==> config.mk <==
export PLATFORM = sky130hd
export DESIGN_NAME = cbq_coeff_store
export DESIGN_NICKNAME = d
export VERILOG_FILES = /design/src/cascaded_biquad_equalizer_macros.svh /design/src/cbq_pkg.sv /design/src/cbq_coeff_store.sv
export SDC_FILE = /design/constraint.sdc
export NUM_CORES = 1
export LEC_CHECK = 0
export BUFFER_PORTS_ARGS = -buffer_cell sky130_fd_sc_hd__clkbuf_2
export CORE_MARGIN = 1
export CORE_UTILIZATION = 40
export CTS_BUF_LIST = sky130_fd_sc_hd__clkbuf_8
export DETAILED_ROUTE_END_ITERATION = 10
export PLACE_DENSITY = 0.53
export SLEW_MARGIN = 10
export SYNTH_ARGS = -nofsm -noshare
export SYNTH_HDL_FRONTEND = slang
export SYNTH_SLANG_ARGS = --single-unit
==> constraint.sdc <==
create_clock -name clock -period 8.4 [get_ports clock]
set_input_delay 0.42 -clock clock [delete_from_list [all_inputs] [get_ports clock]]
set_output_delay 0.42 -clock clock [all_outputs]
set_load 0.02 [all_outputs]
==> src/cascaded_biquad_equalizer_macros.svh <==
// assertion macros for the cascaded biquad equalizer
// used by the top level only, no other dependencies
`ifndef CASCADED_BIQUAD_EQUALIZER_MACROS_SVH
`define CASCADED_BIQUAD_EQUALIZER_MACROS_SVH

// same-cycle implication
`define CBQ_ASSERT_HOLDS(lbl, clk, rst, ante, cons, msg) \
   lbl: assert property (@(posedge clk) disable iff (rst) (ante) |-> (cons)) else $error(msg);

// next-cycle implication
`define CBQ_ASSERT_NEXT(lbl, clk, rst, ante, cons, msg) \
   lbl: assert property (@(posedge clk) disable iff (rst) (ante) |=> (cons)) else $error(msg);

`endif

==> src/cbq_pkg.sv <==
// shared constants, codes and types of the cascaded biquad equalizer
// no dependencies
package cbq_pkg;

   localparam int MAX_BANDS   = 8;
   localparam int SAMPLE_W    = 24;
   localparam int COEFF_W     = 32;
   localparam int DELAY_W     = 40;
   localparam int DELAY_FRAC  = 8;
   localparam int COEFF_FRAC  = 24;
   localparam int PROD_SHIFT  = COEFF_FRAC - DELAY_FRAC;
   localparam int NUM_COEFFS  = 5;
   localparam int NUM_ENTRIES = MAX_BANDS * NUM_COEFFS;
   localparam int CIDX_W      = $clog2(NUM_ENTRIES);
   localparam int BAND_W      = (MAX_BANDS > 1) ? $clog2(MAX_BANDS) : 1;
   localparam int BCNT_W      = $clog2(MAX_BANDS + 1);
   localparam int SEL_W       = 3;
   localparam int BSEL_W      = 3;
   localparam int CVAL_W      = 32;
   localparam int MUL_W       = COEFF_W + SAMPLE_W;
   localparam int MPROD_W     = MUL_W - PROD_SHIFT;
   localparam int SUM_W       = DELAY_W + 2;
   localparam int SHR_W       = SUM_W - DELAY_FRAC;
   localparam int CSR_IDX_W   = 1;
   localparam int CSR_DATA_W  = 4;

   localparam logic FUNC_SAMPLE = 1'b0;
   localparam logic FUNC_COEFF  = 1'b1;

   localparam logic [CSR_IDX_W-1:0] REG_BAND_COUNT = 1'b0;
   localparam logic [CSR_IDX_W-1:0] REG_ENABLE     = 1'b1;

   localparam logic [SEL_W-1:0] CSEL_B0 = 3'd0;
   localparam logic [SEL_W-1:0] CSEL_B1 = 3'd1;
   localparam logic [SEL_W-1:0] CSEL_B2 = 3'd2;
   localparam logic [SEL_W-1:0] CSEL_A1 = 3'd3;
   localparam logic [SEL_W-1:0] CSEL_A2 = 3'd4;

   typedef struct packed {
      logic                      en;
      logic [CIDX_W-1:0]         addr;
      logic signed [COEFF_W-1:0] data;
   } cbq_coeff_wr_type;

endpackage

==> src/cbq_coeff_store.sv <==
// coefficient store: one write port, one registered read port
// per-entry valid bits make unwritten entries read as zero; uses cbq_pkg
module cbq_coeff_store
   import cbq_pkg::*;
(
   input  logic                      clock,
   input  logic                      reset,
   input  cbq_coeff_wr_type          wr,
   input  logic [CIDX_W-1:0]         rd_addr,
   output logic signed [COEFF_W-1:0] rd_data
);

   logic signed [COEFF_W-1:0] mem_ff [0:NUM_ENTRIES-1];
   logic [NUM_ENTRIES-1:0]    vld_ff;
   logic signed [COEFF_W-1:0] rd_ff;
   logic                      rd_vld_ff;

   always_ff @(posedge clock) begin
      if (reset) begin
         vld_ff    <= '0;
         rd_vld_ff <= 1'b0;
      end else begin
         if (wr.en) begin
            vld_ff[wr.addr] <= 1'b1;
         end
         rd_vld_ff <= vld_ff[rd_addr];
      end
   end

   always_ff @(posedge clock) begin
      if (wr.en) begin
         mem_ff[wr.addr] <= wr.data;
      end
      rd_ff <= mem_ff[rd_addr];
   end

   assign rd_data = rd_vld_ff ? rd_ff : '0;

endmodule

# Yosys cells after proc, flatten, opt, wreduce, memory -nomap -nowiden
# Memory sizes are Yosys's and may differ from the RTL's. A register that Yosys moved wholly into a read port is not among the register bits.
# Index checks and enable logic that the tools add are counted.
# totals
ff_bits,41
mem_bits_rw,1280
inputBits,47
out_inout_bits,32
elab_cells,15
n_memories,1
# classes
magnitude_cmp,3
mux,7
n_bitwise,1
n_reduce_logical,1
# memory_table
name,words,word_bits,rd,rd_clocked_by_memory_dff,write_ports,line,text
mem_ff,40,32,1,1,1,cbq_coeff_store.sv:13,logic signed [COEFF_W-1:0] mem_ff [0:NUM_ENTRIES-1];
# ops
op,n
$or 40x40->40,1
$mux 32,1
$lt 6x7->1 const B,2
$bmux 1 s6,1
$demux 1 s6,1
$ge 6x1->1 const B,1
$mux 1,4
$logic_and 1x1->1,1

# Logic depth before layout (Yosys ltp)
# Gate-level depths: netlist (run 1).
# depth
depth_word,5
mapped_depth,8

# Worst setup path after synthesis (run 1)
# OpenSTA, ideal clock, no wires.
# synth_timing
kind,input -> register
start,in wr[37] in the netlist's numbering
end,"mem mem_ff[16][0], enable pin"
setup_time_ps,461
arrival_time_ps,3127
path_slack_ps,4812
cell_stages,3
n_path_buf,0
cell_sequence,nor3b_1 -> nand3b_1 -> nor3_1
# synth_lines
element,line,text
from (decl),cbq_coeff_store.sv:8,"input cbq_coeff_wr_type wr,"
to (decl),cbq_coeff_store.sv:13,
# No word-level cell before the write port.

# Worst setup path after layout (run 1)
# layout_timing
start,in wr[34] in the netlist's numbering
end,"mem mem_ff[24][27], enable pin"
# No word-level cell before the write port.

==> impl_metrics.toml, run 1 <==
[power_and_ir_drop]
netSwitchingFraction = 0.216
power.leakage_uw = 0.0184
total_power_uw = 13300
peakVddDrop_mv = 0.137
pwr-share-clk = 0.392
power_density_nw_per_um2 = 229
p_switching_uw = 2870
internal-power_uw = 10400
p_seq_frac = 0.563
pwr-share-comb = 0.045

[worst_setup_path]
endpoint_kind = "flip-flop"
worstPathMaxFanout = 22
slowest_delay_ns = 0.87
crit_buf_inv = 3
cp_data_required_time_ns = 8.90
path_cells = "dlygate4sd3_1 -> clkbuf_2 -> or4b_2 -> nor2_4 -> buf_4"
critPathKind = "primary input to flip-flop"
arrival_ns = 3.46
r2r_slack_ns = 6.41
critical_path.top_delay_family = "simple AND/OR/NAND/NOR gates"
critPathLaunchType = "primary input"
slowest_stage = "or4b_2"

[floorplan]
start_util = 0.403
die_h_um = 361
coreArea_um2 = 128000
ios = 79
dieArea_um2 = 130000
rows = 131
fp.dieW_um = 361

[clocking]
postCtsSetupBuffers = 0
cts.path.max_buffers = 3
cts_hold_buf = 1
cts_tree = "yes"
insertion_delay_ns = 0.88
cts_resized = 0
cts-root-buf = "clkbuf_8"
cts_sinks = 1353
cts_buffers = 209
clk_pin_slew_ns = 0.06
htreeDepth = 4

[route]
route.met2.wl_mm = 67.4
wl_met3_mm = 7.79
drt_iter0_markers = 2499
vias = 24100
met1Wirelength_mm = 52.7
vias_per_cell = 5.60
ant_nets = 0
wire_per_inst_um = 30.6
highest_layer = "met4"
wirelength_mm = 131
drc = 0
first_pass_iters = 5

[sta]
hold_viol_final = 0
fin_skew_ns = 0.0226
worst_slew_pin_slew_ns = 1.09
grt_setup_unrepaired = "false"
final-setup-viol-count = 0
max_freq_mhz = 338
setup_tns_ns = 0
finalCritPeriodShare = 0.352
period_needed_ns = 2.96
maxSlewHeadroom = 0.275
drv_slew = 0
whs_ns = 0.134

[layout]
final_cells = 4302
fillers = 10700
drive_gt1_frac = 0.324
layout.nets = 2515
final_util = 0.455
area_growth_pct = 12.8

[yosys]
yosys_register_bits = 1353
syn_avg_cell_area_um2 = 22.9
netlist_area_um2 = 51400
synth_cell_types = 40
yosysTopAreaCellShare = 0.748
ys.flop_type = "edfxtp_1"
synthCells = 2246
seq_area_frac_synth = 0.776
async_reset_ff_frac = 0
synthTopCellsByArea = "edfxtp_1 75%, mux4_2 15%, dfxtp_1 2.8%"
synth_most_common_cell = "edfxtp_1"
synth_top_area_cell = "edfxtp_1"
synth_commonest_cells = "1,280 x edfxtp_1, 353 x mux4_2, 114 x nor2_1"
synth_fp_nets = 2293
synth_edf_count = 1280
ys_warn_count = 0

[min_path]
worstHoldPathType = "primary input to flip-flop"

[placement]
routabilityCongestion = 0.730
place_inst = 3918
dp_hpwl_mm = 60.8
portBuffers = 78

[global_routing]
grt_use_total = 0.205
antenna_found_initial = 3
grt_max_degree = 123
grt_pass1_vias = 25400
overflow = 0
grt_pass1_wl_mm = 186

[status]
outcome = "complete, no violations"

[flow_run]
drv_cap = 0
-- power groups by stage --
stage / clock network, uW / registers [uW] / logic (uW)
CTS: 5340 / 7470 / 607
finish: 5210 / 7470 / 597
global route: 5610 / 7470 / 641
detailed placement: 0 / 7610 / 605
global placement: 0 / 7610 / 592
floorplan: 0 / 7590 / 379
-- flip-flops by register name, summed over array words and instances (netlist names) --
signal	count
vld_ff	40
mem_ff	1280
rd_ff	32
rd_vld_ff	1
-- stage by stage --
step | setup slack, ns | cell area (um^2)
after floorplan | 4.81 | 51400
final | 5.44 | 58000
after global routing | 5.35 | 58000
after detailed placement | 4.74 | 54000
after CTS | 5.34 | 58000
after global placement | 4.72 | 54000
-- cells by family after synthesis --
logic type             Yosys count  share of synthesized area
DFF                           1353                      0.776
muxes                          467                      0.179
and+or+nand+nor                217                     0.0199
buffers and inverters          123                     0.0125
AOI/OAI and AO/OA               86                     0.0123
-- layout by cell type, fill, tap and decap left out, drive strengths merged, types with 13 or more instances in the layout --
| cell type | synthesis | final |
|---|---|---|
| clkinv | 0 | 67 |
| edfxtp | 1280 | 1280 |
| buf | 67 | 58 |
| inv | 1 | 77 |
| clkbuf | 55 | 301 |
| nor2 | 114 | 114 |
| nand2 | 34 | 34 |
| dfxtp | 73 | 73 |
| a22oi | 68 | 68 |
| mux2 | 101 | 101 |
| mux4 | 353 | 353 |
| mux2i | 13 | 13 |
| and2 | 35 | 35 |
-- cell type report --
class / instances / area [um^2] / area share
Sequential cell: 1353 / 39900 / 0.688
Multi-Input combinational cell: 770 / 11200 / 0.193
Clock inverter: 155 / 837 / 0.0144
Inverter: 1 / 3.75 / 0.0000647
Timing Repair Buffer: 133 / 888 / 0.0153
Clock buffer: 227 / 3120 / 0.0538
Antenna cell: 1 / 2.50 / 0.0000431
Tap cell: 1662 / 2080 / 0.0358
-- worst register-to-register path, stage by stage (launching register included) --
cell	delay [ns]
edfxtp_1	0.37
mux4_2	0.47
mux4_2	0.50
a22oi_1	0.43
nand2_1	0.10
-- final timing paths --
| path | startpoint | to | depth (start not counted) |
|---|---|---|---|
| worst max-delay path | wr[34] | mem_ff[24][27] | 5 |
| worst min register to register | vld_ff[31] | vld_ff[31] | 2 |
| worst min-delay path | wr[32] | vld_ff[21] | 3 |
| worst max register to register | mem_ff[29][20] | rd_ff[20] | 4 |
-- routing by layer --
metal | GRT usage | up-vias
met2 | 0.350 | 834
met4 | 0.0704 | 0
met5 | 0 | -
li1 | - | 9931
met1 | 0.260 | 13100
met3 | 0.0396 | 234
(Power assumes the default switching activity.)
==> inputs of run 2 (changes only) <==
- clock period: 8.4 -> 2.94 ns (I/O delays scaled with it)
==> impl_metrics.toml, run 2 (synthesis results as in run 1) <==
[clocking]
insertion_delay_ns = 0.89
cts-root-buf = "clkbuf_8"
htreeDepth = 4
cts_hold_buf = 44
cts_tree = "yes"
cts_sinks = 1353
postCtsSetupBuffers = 0
cts_buffers = 215
clk_pin_slew_ns = 0.06
cts.path.max_buffers = 3
cts_resized = 0

[status]
outcome = "complete, no violations"

[global_routing]
antenna_found_initial = 5
grt_use_total = 0.211
grt_pass1_wl_mm = 193
grt_pass1_vias = 26300
overflow = 0
grt_max_degree = 55

[worst_setup_path]
critical_path.top_delay_family = "buffers and inverters"
worstPathMaxFanout = 5
critPathLaunch = "wr[37]"
crit_path_end = "vld_ff[16]"
slowest_delay_ns = 0.63
r2r_slack_ns = 1.03
endpoint_kind = "flip-flop"
arrival_ns = 3.45
r2r_cells = 4
slowest_stage = "dlygate4sd3_1"
r2r_start = "mem_ff[29][26]"
critPathKind = "primary input to flip-flop"
crit_buf_inv = 5
path_cells = "dlygate4sd3_1 -> clkbuf_2 -> nor3b_1 -> dlygate4sd3_1 -> and3b_1 -> dlygate4sd3_1 -> a21oi_1 -> nor2_1 -> dlygate4sd3_1"
path_depth = 9
cp_data_required_time_ns = 3.76
critPathLaunchType = "primary input"
crit_top_cell = "dlygate4sd3_1"
r2r_end = "rd_ff[26]"

[sta]
maxSlewHeadroom = 0.186
grt_setup_unrepaired = "false"
finalCritPeriodShare = 0.893
hold_viol_final = 0
max_freq_mhz = 381
fin_skew_ns = 0.0429
worst_slew_pin_slew_ns = 1.22
period_needed_ns = 2.63
setup_tns_ns = 0
final-setup-viol-count = 0
drv_slew = 0

[layout]
drive_gt1_frac = 0.341
seq_area_um2 = 39900
largest_reg_flops = 1280
fillers = 10500
final_util = 0.468
layout.nets = 2641
final_cell_mix = "1,280 x edfxtp_1, 353 x mux4_2, 231 x clkbuf_8"
top_register = "mem_ff"
mostFrequentLayoutCell = "edfxtp_1"
top_regs = "mem_ff x1280, vld_ff x40, rd_ff x32"
multi_input_area_um2 = 11200
area_growth_pct = 16.1

[placement]
dp_hpwl_mm = 72.1
portBuffers = 78
routabilityCongestion = 0.763

[floorplan]
coreArea_um2 = 128000
fp.dieW_um = 361
dieArea_um2 = 130000
ios = 79
rows = 131
die_h_um = 361
start_util = 0.403

[route]
wirelength_mm = 136
drc = 0
wl_met3_mm = 8.01
vias = 24800
first_pass_iters = 5
route.met2.wl_mm = 68.7
vias_per_cell = 5.57
wire_per_inst_um = 30.5
highest_layer = "met4"
met1Wirelength_mm = 55.9
ant_nets = 0
drt_iter0_markers = 2291

[power_and_ir_drop]
total_power_uw = 38500
power.leakage_uw = 0.0193
power_density_nw_per_um2 = 645
peakVddDrop_mv = 0.422

[flow_run]
drv_cap = 0

[min_path]
worstHoldPathType = "primary input to flip-flop"
-- run 2: cell count changes in the layout (fill, tap and decap cells not counted), moves of 4 or more --
cell / change
clkbuf_8: +4
inv_6: +4
clkinv_2: +7
diode_2: +4
buf_4: +39
buf_12: +38
inv_1: +5
dlygate4sd3_1: +43
-- run 2: power by group --
group	total [uW]	leakage [uW]	internal, uW	switching, uW
combinational	1870	0.00471	798	1070
clock	15300	0.00243	7970	7340
sequential	21300	0.0121	21300	70.7
total	38500	0.0193	30000	8480
-- run 2: metal layers --
| layer | vias to the layer above | track usage |
|---|---|---|
| met1 | 13500 | 0.280 |
| met4 | 0 | 0.0591 |
| met2 | 856 | 0.354 |
| met5 | - | 0 |
| li1 | 10200 | - |
| met3 | 201 | 0.0399 |
-- run 2: area by class of cell --
cell class,instances,area share
inverters,1,0.0000629
clock buffers,231,0.0532
repair buffers,253,0.0397
diodes,5,0.000210
well taps,1662,0.0348
clock inverters,173,0.0162
flip-flops and latches,1353,0.668
multi-input cells,770,0.187
-- run 2: metrics by stage --
stage | setup slack, ns | instances | cell area, um^2 | hold slack (ns)
global route | 0.243 | 4447 | 59700 | 0.0511
global placement | 0.469 | 3995 | 55100 | 0.443
detailed placement | 0.462 | 3995 | 55100 | 0.458
CTS | 0.246 | 4443 | 59700 | 0.000861
finish | 0.314 | 4448 | 59700 | 0.0496
floorplan | 0.105 | 2246 | 51400 | 0.246
-- run 2: worst min path at each step --
stage / start / end / cells after the start
2_1_floorplan: wr[0] / mem_ff[0][0] / 0
3_3_place_gp: vld_ff[12] / vld_ff[12] / 2
3_5_place_dp: vld_ff[38] / vld_ff[38] / 2
4_1_cts: wr[27] / mem_ff[34][27] / 1
5_1_grt: wr[25] / mem_ff[28][25] / 1
6_report: wr[25] / mem_ff[29][25] / 1
